`src/sv/ryx_pkg.sv`:
```
// shared types and constants of the rgb to yxy converter
// no dependencies
`default_nettype none

package ryx_pkg;

   localparam int PIX_W   = 8;
   localparam int COEF_W  = 19;
   localparam int TRI_W   = 27;
   localparam int SUM_W   = 29;
   localparam int QUO_W   = 16;
   localparam int LUMA_W  = 19;
   localparam int LUMA_DROP = 8;
   localparam int STEPS_PER_STAGE = 4;

   // cie rgb matrix, q.16 coefficients
   localparam logic [COEF_W-1:0] COEF_XR = 19'd181458;
   localparam logic [COEF_W-1:0] COEF_XG = 19'd114800;
   localparam logic [COEF_W-1:0] COEF_XB = 19'd74065;
   localparam logic [COEF_W-1:0] COEF_YR = 19'd65536;
   localparam logic [COEF_W-1:0] COEF_YG = 19'd300850;
   localparam logic [COEF_W-1:0] COEF_YB = 19'd3937;
   localparam logic [COEF_W-1:0] COEF_ZG = 19'd3703;
   localparam logic [COEF_W-1:0] COEF_ZB = 19'd366620;

   // one item in flight through the divider stages
   typedef struct packed {
      logic [SUM_W-1:0]  rem_x;
      logic [SUM_W-1:0]  rem_y;
      logic [SUM_W-1:0]  sum;
      logic [QUO_W-1:0]  quo_x;
      logic [QUO_W-1:0]  quo_y;
      logic [LUMA_W-1:0] luma;
      logic              black;
   } div_type;

endpackage

`default_nettype wire

```
`src/sv/ryx_matrix.sv`:
```
// matrix stage: rgb to xyz products, then sum and divider setup
// depends on ryx_pkg
`default_nettype none

module ryx_matrix (
   input  wire logic                       clock,
   input  wire logic                       reset,
   input  wire logic                       in_valid,
   output logic                            in_ready,
   input  wire logic [ryx_pkg::PIX_W-1:0]  red,
   input  wire logic [ryx_pkg::PIX_W-1:0]  green,
   input  wire logic [ryx_pkg::PIX_W-1:0]  blue,
   output logic                            out_valid,
   input  wire logic                       out_ready,
   output ryx_pkg::div_type                out_item
);

   logic                         va_ff, va_in;
   logic                         vb_ff, vb_in;
   logic [ryx_pkg::TRI_W-1:0]    x_ff, y_ff, z_ff;
   logic [ryx_pkg::TRI_W-1:0]    x_in, y_in, z_in;
   ryx_pkg::div_type             item_ff, item_in;
   logic                         ready_a, ready_b;
   logic [ryx_pkg::SUM_W-1:0]    sum;

   assign ready_b  = !vb_ff || out_ready;
   assign ready_a  = !va_ff || ready_b;
   assign in_ready = ready_a;

   // tristimulus products with exact sums
   always_comb begin
      x_in = ryx_pkg::TRI_W'(ryx_pkg::COEF_XR) * ryx_pkg::TRI_W'(red)
           + ryx_pkg::TRI_W'(ryx_pkg::COEF_XG) * ryx_pkg::TRI_W'(green)
           + ryx_pkg::TRI_W'(ryx_pkg::COEF_XB) * ryx_pkg::TRI_W'(blue);
      y_in = ryx_pkg::TRI_W'(ryx_pkg::COEF_YR) * ryx_pkg::TRI_W'(red)
           + ryx_pkg::TRI_W'(ryx_pkg::COEF_YG) * ryx_pkg::TRI_W'(green)
           + ryx_pkg::TRI_W'(ryx_pkg::COEF_YB) * ryx_pkg::TRI_W'(blue);
      z_in = ryx_pkg::TRI_W'(ryx_pkg::COEF_ZG) * ryx_pkg::TRI_W'(green)
           + ryx_pkg::TRI_W'(ryx_pkg::COEF_ZB) * ryx_pkg::TRI_W'(blue);
   end

   // sum and divider seed
   always_comb begin
      sum = ryx_pkg::SUM_W'(x_ff) + ryx_pkg::SUM_W'(y_ff) + ryx_pkg::SUM_W'(z_ff);
      item_in.rem_x = ryx_pkg::SUM_W'(x_ff);
      item_in.rem_y = ryx_pkg::SUM_W'(y_ff);
      item_in.sum   = sum;
      item_in.quo_x = '0;
      item_in.quo_y = '0;
      item_in.luma  = y_ff[ryx_pkg::TRI_W-1:ryx_pkg::LUMA_DROP];
      item_in.black = (sum == '0);
   end

   assign va_in = ready_a ? in_valid : va_ff;
   assign vb_in = ready_b ? va_ff : vb_ff;

   always_ff @(posedge clock) begin
      if (reset) begin
         va_ff <= 1'b0;
         vb_ff <= 1'b0;
      end else begin
         va_ff <= va_in;
         vb_ff <= vb_in;
      end
   end

   always_ff @(posedge clock) begin
      if (ready_a) begin
         x_ff <= x_in;
         y_ff <= y_in;
         z_ff <= z_in;
      end
      if (ready_b) begin
         item_ff <= item_in;
      end
   end

   assign out_valid = vb_ff;
   assign out_item  = item_ff;

endmodule

`default_nettype wire

```
`config.mk`:
```
export PLATFORM = sky130hd
export DESIGN_NAME = ryx_matrix
export DESIGN_NICKNAME = d
export VERILOG_FILES = /design/src/sv/ryx_pkg.sv /design/src/sv/ryx_matrix.sv
export SDC_FILE = /design/constraint.sdc
export NUM_CORES = 1
export LEC_CHECK = 0
export BUFFER_PORTS_ARGS = -buffer_cell sky130_fd_sc_hd__buf_2
export CAP_MARGIN = 30
export CORE_UTILIZATION = 45
export CTS_CLUSTER_DIAMETER = 30
export DETAILED_ROUTE_END_ITERATION = 12
export PLACE_DENSITY = 0.67
export SYNTH_ARGS = -nofsm -noshare
export SYNTH_HDL_FRONTEND = slang
export SYNTH_SLANG_ARGS = --single-unit
export TNS_END_PERCENT = 30
```
`constraint.sdc`:
```
create_clock -name clock -period 14.87 [get_ports clock]
set_input_delay 1.487 -clock clock [delete_from_list [all_inputs] [get_ports clock]]
set_output_delay 1.487 -clock clock [all_outputs]
set_load 0.1 [all_outputs]
```
==> results of run 1 <==
-- cell type report --
type	count	share of cell area, %
Clock inverter	15	0.613
Antenna cell	1	0.0106
Clock buffer	17	1.80
Inverter	409	6.48
Timing Repair Buffer	135	2.87
Multi-Input combinational cell	1494	64.2
Tap cell	615	3.25
Sequential cell	165	20.8
-- stage by stage --
| step | setup WS (ns) | util (%) | instances |
|---|---|---|---|
| 6_report | 5.68 | 49.4 | 2851 |
| 2_1_floorplan | 6.09 | - | 2134 |
| 3_3_place_gp | 5.25 | 48.2 | 2817 |
| 3_5_place_dp | 5.20 | 48.2 | 2818 |
| 4_1_cts | 5.66 | 49.4 | 2850 |
| 5_1_grt | 5.21 | 49.4 | 2850 |
-- flip-flops by register name, indices dropped and copies added, names as in the netlist --
signal     flops
y_ff          26
out_item      83
z_ff          27
x_ff          27
out_valid      1
va_ff          1
-- final timing paths --
check                           slack, ns  cells after the start     start           end
worst max-delay path                 5.68                     30  green[2]      y_ff[25]
worst min-delay path                 0.47                      0   x_ff[0]  out_item[81]
worst max register to register      10.38                     13   z_ff[1]   out_item[0]
worst min register to register       0.47                      0   x_ff[0]  out_item[81]
-- placed cells by master (no fill, tap or decap), types with 16 or more instances in the layout --
cell type	instances
nand3_1	32
nor3_1	30
inv_1	407
fa_1	230
a21o_1	38
conb_1	36
nand2_1	62
xor2_1	43
o21a_1	17
clkbuf_16	17
o21ai_0	45
ha_1	434
nor2_1	96
a21oi_1	101
o21bai_1	16
buf_2	133
o21ai_1	21
edfxtp_1	163
xnor2_1	96
-- cell families (layout without fill, tap and decap cells) --
logic type / count (synthesis) / after routing / synth area share, %
xor gates and xnor gates: 139 / 139 / 5.54
and+or+nand+nor: 308 / 308 / 6.83
AOI/OAI and AO/OA: 345 / 345 / 10.4
adders and majority gates: 664 / 664 / 45.6
DFF: 165 / 165 / 22.4
muxes: 2 / 2 / 0.0967
other: 1 / 37 / 0.0171
buffers and inverters: 475 / 576 / 9.06
-- worst max-delay path: cells and delay by family --
family / cells / cell delay (ns)
AO/OA/AOI/OAI: 7 / 1.57
XOR/XNOR: 2 / 0.35
adder cells (fa/ha/maj): 11 / 5.08
buffers and inverters: 8 / 0.64
AND/OR/NAND/NOR: 2 / 0.26
-- layer usage --
| metal | up-vias | global-route usage, % | part of all wire [%] |
|---|---|---|---|
| met5 | - | 0 | 0 |
| met4 | 0 | 9.39 | 3.9 |
| met3 | 82 | 2.42 | 3.1 |
| met2 | 335 | 39.7 | 48 |
| met1 | 7155 | 29.9 | 45 |
| li1 | 7297 | - | - |
==> impl_metrics.yaml, run 1 <==
timing:
  tns_ns: 0
  final.setup_skew_ns: 0.0102
  hold_viol: 0
  min_period_ns: 9.19
  finalSetupViolations: 0
  maxSlewViolCount: 0
  final.period_utilization_pct: 61.8
  fmax_ghz: 0.109
  whs_ns: 0.468
  relSlewSlack_pct: 40.3
  worst_pin_slew_ns: 0.895
  rsz0062_at_grt: "no"
die:
  ios: 169
  initial_utilization_pct: 45.9
  die_x_um: 223
  coreArea_mm2: 0.0479
  fp.dieH_um: 223
  die_area_mm2: 0.0498
  rows: 80
route:
  drt_first_pass_iters: 5
  via_count: 14900
  drc: 0
  viasPerCell: 5.22
  detail-route-antenna-nets: 0
  wl_per_cell_um: 19.7
  initialDrtViolationCount: 787
  drt_wl_total_um: 56100
finish:
  ff_latch_area_mm2: 0.00493
  synthToLayoutAreaGrowth_pct: 7.76
  fin_area_mm2: 0.0237
  fill_cells: 4361
  drive_gt1_share_pct: 8.64
  nNetsFinal: 2914
  multiInputGateArea_mm2: 0.0152
yosys:
  synth_ff_type: "edfxtp_1"
  yosysMostFrequentCell: "ha_1"
  avgSynthCellArea_um2: 10.5
  yosysSeqAreaShare_pct: 22.4
  yosys.area.top_type: "ha_1"
  synth_cell_types: 79
  netlist_instances: 2099
  synth_edf_count: 163
  async_flop_share_pct: 0
  ys_warn_count: 0
  syn_area_mm2: 0.0220
  synth_top_area_share_pct: 24.7
  synth-seq-cells: 165
  synth_area_leaders: "ha_1 (25%), edfxtp_1 (22%), fa_1 (21%), inv_1 (7.0%), xnor2_1 (3.8%)"
  synth_common_cells: "ha_1 (434), inv_1 (408), fa_1 (230), edfxtp_1 (163), a21oi_1 (101)"
clock_tree:
  clk_pin_slew_ns: 0.07
  post_cts_buffers: 0
  cts_max_path_buffers: 2
  cts_tree: "yes"
  cts.repair.resized: 0
  numCtsBuffers: 17
  cts_sinks: 165
  root_buffer: "clkbuf_16"
  ctsHoldBuffers: 0
  h-tree-depth: 4
  clk_latency_ns: 0.44
placement:
  place_congestion: 0.953
  io_buffers: 132
  place_hpwl_um: 48800
  placed_area_mm2: 0.0231
setup_path:
  end_kind: "register"
  worst_path_max_delay_cell: "a2111oi_0"
  critPathKind: "input pin to register"
  critPathRequiredTime_ns: 15.04
  startpoint_type: "input pin"
  critPathArrivalTime_ns: 9.36
  cp_max_fo: 9
  critPathMaxStageDelay_ns: 0.62
global_routing:
  grt-ovfl-total: 0
  grt_max_degree: 71
  grt_pass1_wl_um: 86300
  grt_pass1_vias: 15400
  grt_util_all_layers_pct: 23.2
  antenna_found_initial: 0
flow_run:
  drv_cap: 0
worst_hold_path:
  hp-class: "register to register"
status:
  status: "complete, no violations"
Power of run 1 is left out: the tool's default activity adds up to more than one toggle a clock period on the data nets, which glitch-free logic cannot reach.
==> run 2, diff against run 1 <==
==> constraint.sdc (replaced) <==
create_clock -name clock -period 9 [get_ports clock]
set_input_delay 0.9 -clock clock [delete_from_list [all_inputs] [get_ports clock]]
set_output_delay 0.9 -clock clock [all_outputs]
set_load 0.1 [all_outputs]
==> run 2 against run 1 <==
Compared with the run above: critical endpoint unchanged; final cell count grew 0.70%; global-route usage grew 0.33 points; utilization grew 0.41 points; register-to-register slack lost 5.8 ns; die area is the same; critical path depth is the same; worst setup slack lost 5.0 ns; final area grew 0.82%; non-clock buffer count grew 20; largest cell class unchanged; critical path type unchanged; clock-buffer cell count grew 2; worst hold slack gained 0.0026 ns; flip-flop and latch count is the same.
==> impl_metrics.yaml, run 2 (same netlist as run 1, synthesis figures left out) <==
status:
  status: "complete, no violations"
worst_hold_path:
  hp-class: "register to register"
  holdPathStages: 0
timing:
  final.period_utilization_pct: 93.0
  final.setup_skew_ns: 0.00796
  tns_ns: 0
  finalSetupViolations: 0
  maxSlewViolCount: 0
  hold_viol: 0
  fmax_ghz: 0.120
  worst_pin_slew_ns: 0.927
  min_period_ns: 8.37
  rsz0062_at_grt: "no"
  relSlewSlack_pct: 38.2
route:
  initialDrtViolationCount: 807
  detail-route-antenna-nets: 0
  drt_first_pass_iters: 5
  drc: 0
  drt_wl_total_um: 56300
  via_count: 15200
  viasPerCell: 5.28
  wl_per_cell_um: 19.6
placement:
  place_hpwl_um: 49400
  place_congestion: 0.953
  io_buffers: 132
global_routing:
  antenna_found_initial: 1
  top_usage_layer: "met2"
  use_met3_pct: 2.16
  grt_pass1_wl_um: 88500
  grt_util_all_layers_pct: 23.5
  grt_use_met1_pct: 30.5
  grt_pass1_vias: 15900
  grt-ovfl-total: 0
  grtUsageMet2_pct: 40.8
  grt_max_degree: 75
finish:
  layout_commonest_cell: "ha_1"
  fill_cells: 4308
  nNetsFinal: 2934
  final_cell_mix: "ha_1 (434), inv_1 (407), fa_1 (230)"
  largest_reg_flops: 83
  synthToLayoutAreaGrowth_pct: 8.64
  drive_gt1_share_pct: 9.45
die:
  initial_utilization_pct: 45.9
  die_area_mm2: 0.0498
  ios: 169
  rows: 80
  die_x_um: 223
  coreArea_mm2: 0.0479
  fp.dieH_um: 223
clock_tree:
  post_cts_buffers: 0
  clk_latency_ns: 0.44
  h-tree-depth: 4
  cts_sinks: 165
  root_buffer: "clkbuf_16"
  cts.repair.resized: 0
  cts_tree: "yes"
  numCtsBuffers: 17
  cts_max_path_buffers: 2
  ctsHoldBuffers: 0
  clk_pin_slew_ns: 0.07
setup_path:
  path_depth: 30
  critPathArrivalTime_ns: 8.54
  critPathMaxStageDelay_ns: 0.64
  crit_buf_inv: 8
  cp_max_fo: 7
  rr_worst_depth: 13
  startpoint_type: "input pin"
  crit_family: "adder cells"
  critPathRequiredTime_ns: 9.18
  critPathKind: "input pin to register"
  end_kind: "register"
  worst_path_max_delay_cell: "a2111oi_0"
flow_run:
  drv_cap: 0
-- run 2: cell types whose count changed in the layout (fill, tap and decap cells not counted), sizes merged --
cell      before  now
clkinvlp       4    0
clkinv         5    6
buf          135  155
clkbuf        17   19
bufinv         1    2
-- run 2: layer usage --
layer / wire length, um / vias up
met1: 25700 / 7412
met2: 27000 / 330
li1: - / 7341
met4: 1920 / 0
met3: 1630 / 72
met5: 0 / -
-- run 2: per-stage QoR --
stage / utilization [%] / instance area, um^2 / cells / setup WS [ns] / hold WS [ns]
after floorplan: - / 22100 / 2134 / 0.807 / 0.428
after global placement: 48.5 / 23300 / 2837 / 0.250 / 0.451
after detailed placement: 48.5 / 23300 / 2838 / 0.176 / 0.450
after CTS: 49.8 / 23900 / 2870 / 0.628 / 0.469
after global routing: 49.8 / 23900 / 2870 / 0.0569 / 0.490
final: 49.8 / 23900 / 2871 / 0.633 / 0.470
-- run 2: area by class of cell --
class                      count  area, um^2  area share, %
multi-input combinational   1494       15200           63.6
sequential                   165        4930           20.7
inverter                     409        1540           6.43
timing repair buffer         155         831           3.48
tap                          615         769           3.22
clock buffer                  19         453           1.90
clock inverter                13         163          0.681
antenna                        1        2.50         0.0105
-- run 2: worst paths after layout --
check | from | to | slack (ns)
worst min register to register | x_ff[0] | out_item[81] | 0.47
worst max-delay path | green[3] | y_ff[25] | 0.63
worst min-delay path | x_ff[0] | out_item[81] | 0.47
worst max register to register | z_ff[1] | out_item[0] | 4.59
Power of run 2 is left out for the same reason.
==> run 3, diff against run 2 <==
--- a/config.mk
+++ b/config.mk
@@ -7,6 +7,7 @@
 export LEC_CHECK = 0
 export BUFFER_PORTS_ARGS = -buffer_cell sky130_fd_sc_hd__buf_2
 export CAP_MARGIN = 30
+export CORE_MARGIN = 2
 export CORE_UTILIZATION = 45
 export CTS_CLUSTER_DIAMETER = 30
 export DETAILED_ROUTE_END_ITERATION = 12
==> constraint.sdc (replaced) <==
create_clock -name clock -period 8.4 [get_ports clock]
set_input_delay 0.84 -clock clock [delete_from_list [all_inputs] [get_ports clock]]
set_output_delay 0.84 -clock clock [all_outputs]
set_load 0.1 [all_outputs]
==> run 3 against run 2 <==
Compared with the run above: final cell count up 2.0%; worst setup slack worse by 0.14 ns; die area up 1.8%; sequential share of layout area down 0.34 points; highest routed layer unchanged; utilization up 0.20 points; final area up 1.7%; largest cell class unchanged.
==> impl_metrics.yaml, run 3 (same netlist as run 1, synthesis figures left out) <==
status:
  status: "complete, no violations"
setup_path:
  critPathArrivalTime_ns: 8.09
  critPathMaxStageDelay_ns: 0.54
  rr_worst_depth: 13
  worstSetupEndpoint: "y_ff[25]"
  crit_path_start: "green[3]"
  rr_endpoint: "out_item[0]"
  critPathKind: "input pin to register"
  cp_max_fo: 3
  worst_path_max_delay_cell: "fa_1"
  rrSetupSlack_ns: 4.03
  critPathRequiredTime_ns: 8.58
  r2r-start: "z_ff[1]"
  startpoint_type: "input pin"
  end_kind: "register"
timing:
  rsz0062_at_grt: "no"
  fmax_ghz: 0.126
  maxSlewViolCount: 0
  final.setup_skew_ns: 0.0117
  finalSetupViolations: 0
  final.period_utilization_pct: 94.2
  hold_viol: 0
  min_period_ns: 7.91
  worst_pin_slew_ns: 0.978
  relSlewSlack_pct: 34.0
die:
  initial_utilization_pct: 45.3
  fp.dieH_um: 225
  die_x_um: 225
  ios: 169
  rows: 81
  coreArea_mm2: 0.0485
  die_area_mm2: 0.0506
clock_tree:
  numCtsBuffers: 17
  cts_sinks: 165
  clk_latency_ns: 0.43
  cts_max_path_buffers: 2
  h-tree-depth: 4
  root_buffer: "clkbuf_16"
  ctsHoldBuffers: 0
  cts_tree: "yes"
  clk_pin_slew_ns: 0.07
route:
  initialDrtViolationCount: 1100
  via_count: 15400
  drc: 0
  detail-route-antenna-nets: 0
  drt_first_pass_iters: 6
  drt_wl_total_um: 56900
  viasPerCell: 5.28
  wl_per_cell_um: 19.4
finish:
  final_cell_mix: "ha_1 (434), inv_1 (407), fa_1 (230)"
  fill_cells: 4401
  ff_latch_area_mm2: 0.00493
  largest_reg_flops: 83
  nNetsFinal: 2985
  multiInputGateArea_mm2: 0.0152
  n_antenna_cell: 0
  synthToLayoutAreaGrowth_pct: 10.5
  drive_gt1_share_pct: 11.3
  layout_commonest_cell: "ha_1"
  stdcell_count: 2927
  post-route-util_pct: 50.0
global_routing:
  antenna_found_initial: 0
  grt_pass1_wl_um: 87900
  grt_pass1_vias: 15900
  grt_util_all_layers_pct: 23.0
  grt-ovfl-total: 0
  grt_max_degree: 84
worst_hold_path:
  hp-class: "register to register"
placement:
  io_buffers: 132
  place_hpwl_um: 49800
  place_congestion: 0.930
  dp_cells: 2895
flow_run:
  drv_cap: 0
[run 3: area by class of cell]
class / count / area share (%)
flip-flops and latches: 165 / 20.3
well taps: 622 / 3.20
multi-input cells: 1494 / 62.6
repair buffers: 206 / 5.09
clock buffers: 23 / 1.93
clock inverters: 8 / 0.525
inverters: 409 / 6.33
[run 3: timing repair]
action | CTS | global route
gates resized for setup | 0 | 2
endpoints found under the setup margin | 0 | 2
buffers inserted | 0 | 0
[run 3: routing by layer]
layer | vias up | global-route usage (%) | part of all wire, %
li1 | 7424 | - | -
met3 | 78 | 1.89 | 3.2
met2 | 370 | 40.7 | 49
met1 | 7575 | 29.9 | 45
met5 | - | 0 | 0
met4 | 0 | 7.16 | 3.0
[run 3: how the worst min path moves through the flow]
stage	slack, ns	to	start	cells after the start
floorplan	0.43	out_item[52]	z_ff[0]	0
finish	0.48	out_item[81]	x_ff[0]	0
global route	0.50	out_item[81]	x_ff[0]	0
global placement	0.46	out_item[81]	x_ff[0]	0
CTS	0.48	out_item[111]	x_ff[1]	0
detailed placement	0.46	out_item[81]	x_ff[0]	0
[run 3: metrics by stage]
step	worst slack (ns)	hold WS, ns	TNS, ns	area [um^2]
after CTS	0.401	0.480	0	24300
after global placement	-0.0208	0.457	-0.0333	23700
after global routing	0.0364	0.497	0	24300
after floorplan	0.267	0.428	0	22100
final	0.491	0.477	0	24300
after detailed placement	-0.0534	0.463	-0.106	23700
[run 3: critical path, delay by kind of cell]
| family | cells | cell delay (ns) |
|---|---|---|
| buffers and inverters | 9 | 0.65 |
| and+or+nand+nor | 2 | 0.18 |
| AOI/OAI and AO/OA | 7 | 1.28 |
| adders and majority gates | 11 | 4.77 |
| xor gates and xnor gates | 2 | 0.33 |
Power of run 3 is left out for the same reason.
